<file path="src/design/ritoa_pkg.sv">
package ritoa_pkg;

    localparam int VALUE_W    = 32;
    localparam int DIGIT_W    = 6;
    localparam int RADIX_W    = 6;
    localparam int CHAR_W     = 7;
    localparam int CFG_IDX_W  = 2;
    localparam int CFG_DATA_W = 6;

    localparam int DIV_STEP   = 8;
    localparam int DIV_CHUNKS = VALUE_W / DIV_STEP;
    localparam int CHUNK_W    = $clog2(DIV_CHUNKS);

    localparam logic [RADIX_W-1:0] RADIX_MIN   = 6'd2;
    localparam logic [RADIX_W-1:0] RADIX_MAX   = 6'd36;
    localparam logic [RADIX_W-1:0] RADIX_RESET = 6'd10;

    localparam logic [CFG_IDX_W-1:0] REG_RADIX      = 2'd0;
    localparam logic [CFG_IDX_W-1:0] REG_MIN_DIGITS = 2'd1;

    localparam logic [DIGIT_W-1:0] DIGIT_NINE = 6'd9;
    localparam logic [DIGIT_W-1:0] DIGIT_TEN  = 6'd10;
    localparam logic [CHAR_W-1:0]  ASCII_ZERO = 7'h30;
    localparam logic [CHAR_W-1:0]  ASCII_A    = 7'h61;

    typedef struct packed {
        logic push;
        logic pop;
    } t_stack_ctl;

    function automatic logic [RADIX_W-1:0] sat_radix(input logic [RADIX_W-1:0] r);
        logic [RADIX_W-1:0] res;
        res = r;
        if (r < RADIX_MIN) begin
            res = RADIX_MIN;
        end else if (r > RADIX_MAX) begin
            res = RADIX_MAX;
        end
        return res;
    endfunction

    function automatic logic [CHAR_W-1:0] digit_to_ascii(input logic [DIGIT_W-1:0] d);
        logic [CHAR_W-1:0] res;
        if (d > DIGIT_NINE) begin
            res = ASCII_A + CHAR_W'(d) - CHAR_W'(DIGIT_TEN);
        end else begin
            res = ASCII_ZERO + CHAR_W'(d);
        end
        return res;
    endfunction

endpackage

</file>
<file path="src/design/radix_integer_to_ascii_core.sv">
// Converts a 32-bit unsigned number to lower-case ASCII digits in radix 2..36
// (register 0, saturated into that range; reset 10), left-padded with '0' up
// to register 1 characters (saturated at MAX_DIGITS; reset 0). Characters leave
// most significant first, one request each, with o_last on the final one.
// Digits come from a divider that retires 8 dividend bits per cycle; the
// digits go onto a row of MAX_DIGITS shift cells working as a stack. Each
// number passes through division, padding and emission in turn. A new number
// is taken once the last character is in the output register. Configuration
// writes are always ready; the user must make them only while idle, which the
// block itself does not enforce.
module radix_integer_to_ascii_core
    import ritoa_pkg::*;
#(
    parameter int MAX_DIGITS = 32
) (
    input  logic                  i_clk,
    input  logic                  i_rst_n,
    input  logic                  i_in_valid,
    output logic                  o_in_stall,
    input  logic [VALUE_W-1:0]    i_value,
    output logic                  o_out_valid,
    input  logic                  i_out_stall,
    output logic [CHAR_W-1:0]     o_ascii_char,
    output logic                  o_last,
    input  logic                  i_cfg_valid,
    output logic                  o_cfg_ready,
    input  logic [CFG_IDX_W-1:0]  i_cfg_index,
    input  logic [CFG_DATA_W-1:0] i_cfg_data
);

    localparam int CNT_W = $clog2(MAX_DIGITS + 1);

    typedef enum logic [3:0] {
        S_IDLE = 4'b0001,
        S_DIV  = 4'b0010,
        S_PAD  = 4'b0100,
        S_EMIT = 4'b1000
    } t_state;

    t_state              r_state, n_state;
    logic [CNT_W-1:0]    r_count, n_count;
    logic [CNT_W-1:0]    r_minlen, n_minlen;
    logic [RADIX_W-1:0]  r_radix;
    logic [RADIX_W-1:0]  r_min_digits;
    logic                r_out_valid, n_out_valid;
    logic [CHAR_W-1:0]   r_char;
    logic                r_last;

    logic                in_accept;
    logic                out_take;
    logic                load_out;
    logic [CNT_W-1:0]    minlen_sat;
    logic [RADIX_W-1:0]  base;

    logic                div_start;
    logic [VALUE_W-1:0]  div_dividend;
    logic                div_done;
    logic [VALUE_W-1:0]  div_quo;
    logic [DIGIT_W-1:0]  div_rem;

    t_stack_ctl          stk;
    logic [DIGIT_W-1:0]  push_digit;
    logic [DIGIT_W-1:0]  cell_q [MAX_DIGITS];

    assign in_accept   = i_in_valid && (r_state == S_IDLE);
    assign out_take    = r_out_valid && !i_out_stall;
    assign o_in_stall  = (r_state != S_IDLE);
    assign o_cfg_ready = 1'b1;
    assign base        = sat_radix(r_radix);

    always_comb begin
        if (int'(r_min_digits) > MAX_DIGITS) begin
            minlen_sat = CNT_W'(MAX_DIGITS);
        end else begin
            minlen_sat = CNT_W'(r_min_digits);
        end
    end

    ritoa_div u_div (
        .i_clk      (i_clk),
        .i_rst_n    (i_rst_n),
        .i_start    (div_start),
        .i_dividend (div_dividend),
        .i_base     (base),
        .o_done     (div_done),
        .o_quo      (div_quo),
        .o_rem      (div_rem)
    );

    for (genvar g = 0; g < MAX_DIGITS; g++) begin : g_cell
        logic [DIGIT_W-1:0] shallow;
        logic [DIGIT_W-1:0] deep;

        if (g == 0) begin : g_top
            assign shallow = push_digit;
        end else begin : g_mid
            assign shallow = cell_q[g-1];
        end

        if (g == MAX_DIGITS - 1) begin : g_bottom
            assign deep = '0;
        end else begin : g_above
            assign deep = cell_q[g+1];
        end

        ritoa_cell u_cell (
            .i_clk     (i_clk),
            .i_ctl     (stk),
            .i_shallow (shallow),
            .i_deep    (deep),
            .o_digit   (cell_q[g])
        );
    end

    always_comb begin
        n_state      = r_state;
        n_count      = r_count;
        n_minlen     = r_minlen;
        stk          = '0;
        push_digit   = div_rem;
        div_start    = 1'b0;
        div_dividend = div_quo;
        load_out     = 1'b0;

        unique case (r_state)
            S_IDLE: begin
                if (in_accept) begin
                    div_start    = 1'b1;
                    div_dividend = i_value;
                    n_count      = '0;
                    n_minlen     = minlen_sat;
                    n_state      = S_DIV;
                end
            end
            S_DIV: begin
                if (div_done) begin
                    stk.push = 1'b1;
                    n_count  = r_count + CNT_W'(1);
                    if (div_quo == '0) begin
                        n_state = S_PAD;
                    end else begin
                        div_start = 1'b1;
                    end
                end
            end
            S_PAD: begin
                if (r_count < r_minlen) begin
                    stk.push   = 1'b1;
                    push_digit = '0;
                    n_count    = r_count + CNT_W'(1);
                end else begin
                    n_state = S_EMIT;
                end
            end
            S_EMIT: begin
                if (!r_out_valid || !i_out_stall) begin
                    load_out = 1'b1;
                    stk.pop  = 1'b1;
                    n_count  = r_count - CNT_W'(1);
                    if (r_count == CNT_W'(1)) begin
                        n_state = S_IDLE;
                    end
                end
            end
            default: begin
                n_state = S_IDLE;
            end
        endcase
    end

    always_comb begin
        n_out_valid = r_out_valid;
        if (load_out) begin
            n_out_valid = 1'b1;
        end else if (out_take) begin
            n_out_valid = 1'b0;
        end
    end

    always_ff @(posedge i_clk) begin
        if (!i_rst_n) begin
            r_state      <= S_IDLE;
            r_count      <= '0;
            r_minlen     <= '0;
            r_out_valid  <= 1'b0;
            r_radix      <= RADIX_RESET;
            r_min_digits <= '0;
        end else begin
            r_state     <= n_state;
            r_count     <= n_count;
            r_minlen    <= n_minlen;
            r_out_valid <= n_out_valid;
            if (i_cfg_valid && o_cfg_ready) begin
                if (i_cfg_index == REG_RADIX) begin
                    r_radix <= i_cfg_data;
                end else if (i_cfg_index == REG_MIN_DIGITS) begin
                    r_min_digits <= i_cfg_data;
                end
            end
        end
    end

    always_ff @(posedge i_clk) begin
        if (load_out) begin
            r_char <= digit_to_ascii(cell_q[0]);
            r_last <= (r_count == CNT_W'(1));
        end
    end

    assign o_out_valid  = r_out_valid;
    assign o_ascii_char = r_char;
    assign o_last       = r_last;

endmodule

</file>
<file path="src/design/ritoa_div.sv">
module ritoa_div
    import ritoa_pkg::*;
(
    input  logic               i_clk,
    input  logic               i_rst_n,
    input  logic               i_start,
    input  logic [VALUE_W-1:0] i_dividend,
    input  logic [RADIX_W-1:0] i_base,
    output logic               o_done,
    output logic [VALUE_W-1:0] o_quo,
    output logic [DIGIT_W-1:0] o_rem
);

    logic               r_busy, n_busy;
    logic               r_done, n_done;
    logic [CHUNK_W-1:0] r_step, n_step;
    logic [VALUE_W-1:0] r_work, n_work;
    logic [DIGIT_W-1:0] r_rem,  n_rem;

    logic [DIGIT_W:0]    rem_acc;
    logic [DIV_STEP-1:0] qbits;

    always_comb begin
        rem_acc = {1'b0, r_rem};
        qbits   = '0;
        for (int i = 0; i < DIV_STEP; i++) begin
            rem_acc = {rem_acc[DIGIT_W-1:0], r_work[VALUE_W-1-i]};
            if (rem_acc >= {1'b0, i_base}) begin
                rem_acc = rem_acc - {1'b0, i_base};
                qbits[DIV_STEP-1-i] = 1'b1;
            end
        end

        n_busy = r_busy;
        n_done = 1'b0;
        n_step = r_step;
        n_work = r_work;
        n_rem  = r_rem;
        if (i_start) begin
            n_busy = 1'b1;
            n_step = '0;
            n_work = i_dividend;
            n_rem  = '0;
        end else if (r_busy) begin
            n_work = {r_work[VALUE_W-DIV_STEP-1:0], qbits};
            n_rem  = rem_acc[DIGIT_W-1:0];
            n_step = r_step + CHUNK_W'(1);
            if (r_step == CHUNK_W'(DIV_CHUNKS - 1)) begin
                n_busy = 1'b0;
                n_done = 1'b1;
            end
        end
    end

    always_ff @(posedge i_clk) begin
        if (!i_rst_n) begin
            r_busy <= 1'b0;
            r_done <= 1'b0;
            r_step <= '0;
        end else begin
            r_busy <= n_busy;
            r_done <= n_done;
            r_step <= n_step;
        end
    end

    always_ff @(posedge i_clk) begin
        r_work <= n_work;
        r_rem  <= n_rem;
    end

    assign o_done = r_done;
    assign o_quo  = r_work;
    assign o_rem  = r_rem;

endmodule

</file>
<file path="src/design/ritoa_cell.sv">
module ritoa_cell
    import ritoa_pkg::*;
(
    input  logic               i_clk,
    input  t_stack_ctl         i_ctl,
    input  logic [DIGIT_W-1:0] i_shallow,
    input  logic [DIGIT_W-1:0] i_deep,
    output logic [DIGIT_W-1:0] o_digit
);

    logic [DIGIT_W-1:0] r_digit, n_digit;

    always_comb begin
        n_digit = r_digit;
        if (i_ctl.push) begin
            n_digit = i_shallow;
        end else if (i_ctl.pop) begin
            n_digit = i_deep;
        end
    end

    always_ff @(posedge i_clk) begin
        r_digit <= n_digit;
    end

    assign o_digit = r_digit;

endmodule
</file>
<file path="config.mk">
export PLATFORM = sky130hd
export DESIGN_NAME = radix_integer_to_ascii_core
export DESIGN_NICKNAME = d
export VERILOG_FILES = /design/src/design/ritoa_pkg.sv /design/src/design/radix_integer_to_ascii_core.sv /design/src/design/ritoa_div.sv /design/src/design/ritoa_cell.sv
export SDC_FILE = /design/constraint.sdc
export NUM_CORES = 1
export LEC_CHECK = 0
export BUFFER_PORTS_ARGS = -buffer_cell sky130_fd_sc_hd__clkbuf_2
export CAP_MARGIN = 15
export CORE_UTILIZATION = 45
export DETAILED_ROUTE_END_ITERATION = 6
export PLACE_DENSITY = 0.71
export SYNTH_ARGS = -nofsm -noshare
export SYNTH_HDL_FRONTEND = slang
export SYNTH_SLANG_ARGS = --single-unit
</file>
<file path="constraint.sdc">
create_clock -name i_clk -period 18.6 [get_ports i_clk]
set_clock_uncertainty 0.2 [all_clocks]
set_input_delay 0.93 -clock i_clk [delete_from_list [all_inputs] [get_ports i_clk]]
set_output_delay 0.93 -clock i_clk [all_outputs]
set_load 0.02 [all_outputs]
</file>
* Word-level counts from Yosys, hierarchy flattened
Index checks and enable logic that the tools add are counted.
Cells by class: $add $sub $neg 14, multipliers 0, divide/modulo/power cells 0, $lt $le $gt $ge 13, eq/ne operators 17, shift operators 0, mux-type cells 117, bitwise gates (word level) 3, reductions and logical operators 19
Operator list (count):
- $mux 6 | 81
- $mux 32 | 4
- $ge 7x6->1 | 8
- $sub 6x6->6 | 8
- $logic_not 32->1 | 1
- $mux 4 | 6
- $pmux 6 s4 | 1
- $mux 1 | 21
- $pmux 4 s4 | 1
- $ne 2x2->1 const B | 7
- $gt 6x6->1 const B | 2
- $add 6x6->7 const A | 1
- $add 7x6->7 const A | 1
- $mux 7 | 1
- $sub 7x4->7 const B | 1
- $add 6x1->6 const B | 1
- $eq 6x1->1 const B | 1
- $gt 6x4->1 const B | 1
- $lt 6x2->1 const B | 1
- $lt 6x6->1 | 1
- $reduce_and 3->1 | 2
- $reduce_and 6->1 | 1
- $reduce_bool 2->1 | 3
- $sub 6x1->6 const B | 1
- other kinds (20) | 27
Word-level totals: bits in registers 271, latch bits 0, RAM bits 0, bits in read-only memories 0, input bits 45, output and inout port bits 11, logic and storage cells 228, memories 0

* Logic depth before layout (Yosys ltp)
word-level depth 21, gate-level depth with buffers 78

* By module
A second synthesis with hierarchy kept.
Unflattened totals: cells, all modules 1197, area total of the unflattened synthesis 16319.4 um^2
By module, submodules not included:
- ritoa_cell | instances 32, cells an instance 14, area an instance 287.8 um^2, sequential area each 180.2 um^2
- ritoa_div | instances 1, cells an instance 458, area an instance 4453.0 um^2, sequential area each 1161.1 um^2
- radix_integer_to_ascii_core | instances 1, cells an instance 291, area an instance 2657.5 um^2, sequential area each 820.8 um^2

* Worst setup path before layout
Ideal clock, no wire load.
kind flip-flop to flip-flop, start reg r_radix[5], end reg u_div.r_work[0], in the netlist u_div.o_quo[0], data pin, setup time 0.260 ns, arrival 15.741 ns, path slack 2.399 ns, stages on the path, launching flop included 76, buffers on the path 4, period minus slack after synthesis 16.201 ns, path through dfxtp_1 > inv_1 > nand2_1 > ha_1 > a21o_1 > a211o_1 > a21o_1 > buf_6 > mux2_2 > inv_1 > ha_1 > nor2b_1 > o31a_1 > o221a_2 > a2111oi_4 > clkbuf_1 > o21ai_0 > ha_1 > (+40 left out) > nor2b_1 > o21ai_0 > nand2b_1 > a21o_1 > a21o_1 > a211o_1 > nor3b_4 > a21oi_4 > mux2i_1 > ha_1 > a21o_1 > a21o_1 > a21o_1 > a21oi_1 > o21ai_0 > a21oi_1 > o211ai_4 > mux2_2
Between the ends: word-level cells in the longest chain between the ends 21
Ends and longest elaborated chain:
- start, declared | line radix_integer_to_ascii_core.sv:43 | logic [RADIX_W-1:0] r_radix;
- start signal, assigned | line radix_integer_to_ascii_core.sv:195 | r_radix <= i_cfg_data;
- $gt 6x6->1 | line ritoa_pkg.sv:36 | end else if (r > RADIX_MAX) begin
- $mux 6 | line ritoa_pkg.sv:36
- $mux 6 * | line ritoa_pkg.sv:34 | if (r < RADIX_MIN) begin
- $sub 6x6->6 or $ge 7x6->1 (tied branches) | line ritoa_div.sv:29, ritoa_div.sv:28
- $mux 6 | line ritoa_div.sv:28 | if (rem_acc >= {1'b0, i_base}) begin
- $sub 6x6->6 or $ge 7x6->1 (tied branches) | line ritoa_div.sv:29, ritoa_div.sv:28
- $mux 6 | line ritoa_div.sv:28
- $sub 6x6->6 or $ge 7x6->1 (tied branches) | line ritoa_div.sv:29, ritoa_div.sv:28
- (+6 left out)
- $mux 6 | line ritoa_div.sv:28
- $ge 7x6->1 or $sub 6x6->6 (tied branches) | line ritoa_div.sv:28, ritoa_div.sv:29
- $mux 6 | line ritoa_div.sv:28
- $ge 7x6->1 * | line ritoa_div.sv:28
- $mux 1 * | line ritoa_div.sv:28
- $mux 32 * | line ritoa_div.sv:44 | end else if (r_busy) begin
- $mux 32 * | line ritoa_div.sv:39 | if (i_start) begin
- via u_div.n_work[0] | line ritoa_div.sv:17 | logic [VALUE_W-1:0] r_work, n_work;
- end signal, assigned | line ritoa_div.sv:68 | r_work <= n_work;
- end, declared | line ritoa_div.sv:17
Mark *: on every way through the listed nets, which the timed path passes. The rest lies on a longest branch. The select of a mux whose other input is x is not followed. A chain may end at the register's enable or synchronous reset.

* Worst setup path in the final report
start reg r_radix[2], end reg u_div.r_work[0], in the netlist u_div.o_quo[0], data pin
The elaborated chain is that of the path after synthesis.

==> results.tsv <==
stage	metric	value	unit
status	outcome	finished clean	
setup_path	reg2reg_from	r_radix[2]	
yosys	synth_edf_count	232	
cts	clk_pin_slew	0.06	ns
cts	htreeDepth	1	
layout	n_antenna_cell	0	
die	rows	65	
place	gp_congestion	0.913	
detailed_routing	routedWlPerCell	16.3	µm
detailed_routing	firstDrtPassIters	4	
sta	clock.fmax	57.5	MHz
yosys	synthCells	1155	
global_routing	grt-ovfl-total	0	
global_routing	antenna_found_initial	0	
global_routing	grt_pass1_vias	8964	
layout	stdcell_count	1646	
die	core	31600	µm²
setup_path	crit_path_max_fanout	11	
yosys	syn_avg_cell_area	12.5	µm²
cts	cts_buffers	29	
yosys	yosys_warnings	0	
setup_path	required	18.70	ns
yosys	yosysMostFrequentCell	edfxtp_1	
global_routing	track_usage	16.3	%
cts	clk_latency	0.56	ns
sta	period_share	93.5	%
die	start_util	45.8	%
layout	fin_area	16400	µm²
yosys	synth.top_cell.area_share	48.1	%
detailed_routing	drtIter0Drc	596	
yosys	synth_fp_nets	1271	
place	dpl_cell_area	15200	µm²
cts	tritoncts	done	
die	dieHeight	181	µm
cts	clock_tree.root_cell	clkbuf_16	
sta	fin_hold_ws	0.256	ns
setup_path	startpoint_type	flop	
detailed_routing	routed_wl	26900	µm
place	portBuffers	54	
yosys	ys_top_cells_by_area	edfxtp_1, mux2_2, ha_1	
yosys	synthDominantAreaCellType	edfxtp_1	
min_path	min-delay-start	r_minlen[5]	
setup_path	critPathMaxStageDelay	0.49	ns
setup_path	cp_slowest_cell	a2111o_1	
run	cap_violations	0	
yosys	synth-async-reset-ratio	0	%
setup_path	crit_path_frequent_cell	ha_1	
sta	finalCriticalPeriod	17.40	ns
global_routing	grt_pass1_wl	44300	µm
yosys	synth-seq-area-share	53.5	%
setup_path	endpoint_kind	flop	
cts	clock-sinks	271	
detailed_routing	viasPerCell	5.49	
sta	setup_viol	0	
min_path	hold_path_end	r_minlen[5]	
layout	fill_cells	2692	
layout	drive_above_1_share	28.4	%
place	dp.cells	1585	
setup_path	r2r_setup_slack	1.20	ns
detailed_routing	ant_nets	0	
min_path	hold_depth	2	
setup_path	path_class	reg -> reg	
die	die_w	181	µm
yosys	synth-seq-cells	271	
die	pin_count	56	
sta	max_slew_margin	23.3	%
layout	area_growth	12.9	%
yosys	synth_ff_type	edfxtp_1	
cts	cts_buffer_depth	3	
yosys	yosys.cell_types.count	82	
place	dp_hpwl	18100	µm
global_routing	grt_max_degree	99	
detailed_routing	drc	0	
die	die-area	32900	µm²
setup_path	rr_worst_depth	74	
sta	slew_viol_final	0	
layout	final_nets	1337	
yosys	synth_common_cells	edfxtp_1, mux2_2, nand2_1	
min_path	hold_path_class	reg -> reg	
setup_path	r2r-end	u_div.o_quo[0]	
yosys	netlist_area	14500	µm²
setup_path	critPathArrivalTime	17.50	ns
sta	hold_viol	0	
detailed_routing	vias	9038	
sta	tightest_slew	1.15	ns
==> worst max-delay path: cells and delay by family, from the launching register on <==
family	cells	cell delay, ns
buffers and inverters	6	0.56
adders and majority gates	8	1.97
DFF	1	0.33
AOI/OAI and AO/OA	37	8.73
muxes	9	2.94
and+or+nand+nor	14	2.40
==> logic make-up (layout without fill, tap and decap cells) <==
group	Yosys count	in the layout	synth area share, %
adder cells (fa/ha/maj)	71	71	6.55
XOR/XNOR	31	31	1.87
other	1	1	0.0259
multiplexers	230	230	17.8
buffers and inverters	90	179	2.51
AO/OA/AOI/OAI	163	163	7.93
flip-flops	271	271	53.5
AND/OR/NAND/NOR	298	298	9.85
==> metrics by stage <==
step                utilization (%)  worst slack (ns)  TNS, ns
global route                   51.7           -0.0296  -0.0296
finish                         51.7              1.20        0
floorplan                         -              2.40        0
CTS                            51.4             0.773        0
detailed placement             48.1             0.840        0
global placement               48.1              1.40        0
==> flip-flops by register name, summed over array words and instances, names as in the netlist <==
name	count
g_cell.u_cell.o_digit	192
o_ascii_char	7
o_last	1
o_out_valid	1
r_count	6
r_min_digits	6
r_minlen	6
r_radix	6
r_state	4
u_div.o_done	1
u_div.o_quo	32
u_div.o_rem	6
u_div.r_busy	1
u_div.r_step	2
==> repair_timing <==
action,4_1_cts,5_1_grt
hold buffers,0,0
setup endpoints to repair,0,7
resized for setup,0,6
buffers inserted,0,6
==> layer usage <==
layer	GRT usage, %	up-vias	share of wire, %
li1	-	4446	-
met1	22.0	4348	47
met2	27.3	198	47
met3	2.41	46	4.1
met4	4.81	0	2.6
met5	0	-	0
==> area by class of cell <==
cell class	instances	area, µm²	share of cell area, %
flip-flops and latches	271	7750	47.4
well taps	402	503	3.08
repair buffers	77	463	2.83
inverters	48	184	1.12
clock inverters	22	310	1.90
clock buffers	32	737	4.51
multi-input cells	794	6410	39.2
==> how the worst max path moves through the flow <==
stage | startpoint | slack (ns) | cells after the start | end
after floorplan | r_radix[5] | 2.40 | 75 | u_div.o_quo[0]
after global placement | r_radix[5] | 1.40 | 73 | u_div.o_quo[0]
after detailed placement | r_radix[5] | 0.84 | 73 | u_div.o_quo[0]
after CTS | r_radix[5] | 0.77 | 73 | u_div.o_quo[0]
after global routing | r_radix[3] | -0.03 | 74 | u_div.o_quo[0]
final | r_radix[2] | 1.20 | 74 | u_div.o_quo[0]
==> layout by cell type (no fill, tap or decap), types with 4 or more instances in the layout <==
cell       count
xnor2_1       22
nor3b_1        9
nand3b_1       4
nor3_1         5
ha_1          63
o211ai_1       4
clkbuf_16     29
dfxtp_1       39
bufinv_16      7
a21o_1        17
mux2i_1       23
clkbuf_2      54
a211oi_1       7
clkinv_2       4
nor4_1         9
and3_1         6
nand2b_1      13
and2_1         8
xor2_1         9
nor2_1        58
or3_1          5
nand2_1      133
nor4b_1        4
o21ai_0       26
nand4_1        5
clkinv_1       5
o21a_1         5
nand3_1       12
inv_1         46
edfxtp_1     232
a31oi_1        4
buf_4         22
fa_1           8
nor2b_1       12
mux2_2       203
a21oi_1       46
Power is not shown: default switching activity piles up to over one toggle a cycle in this logic, so the estimate is an artifact.
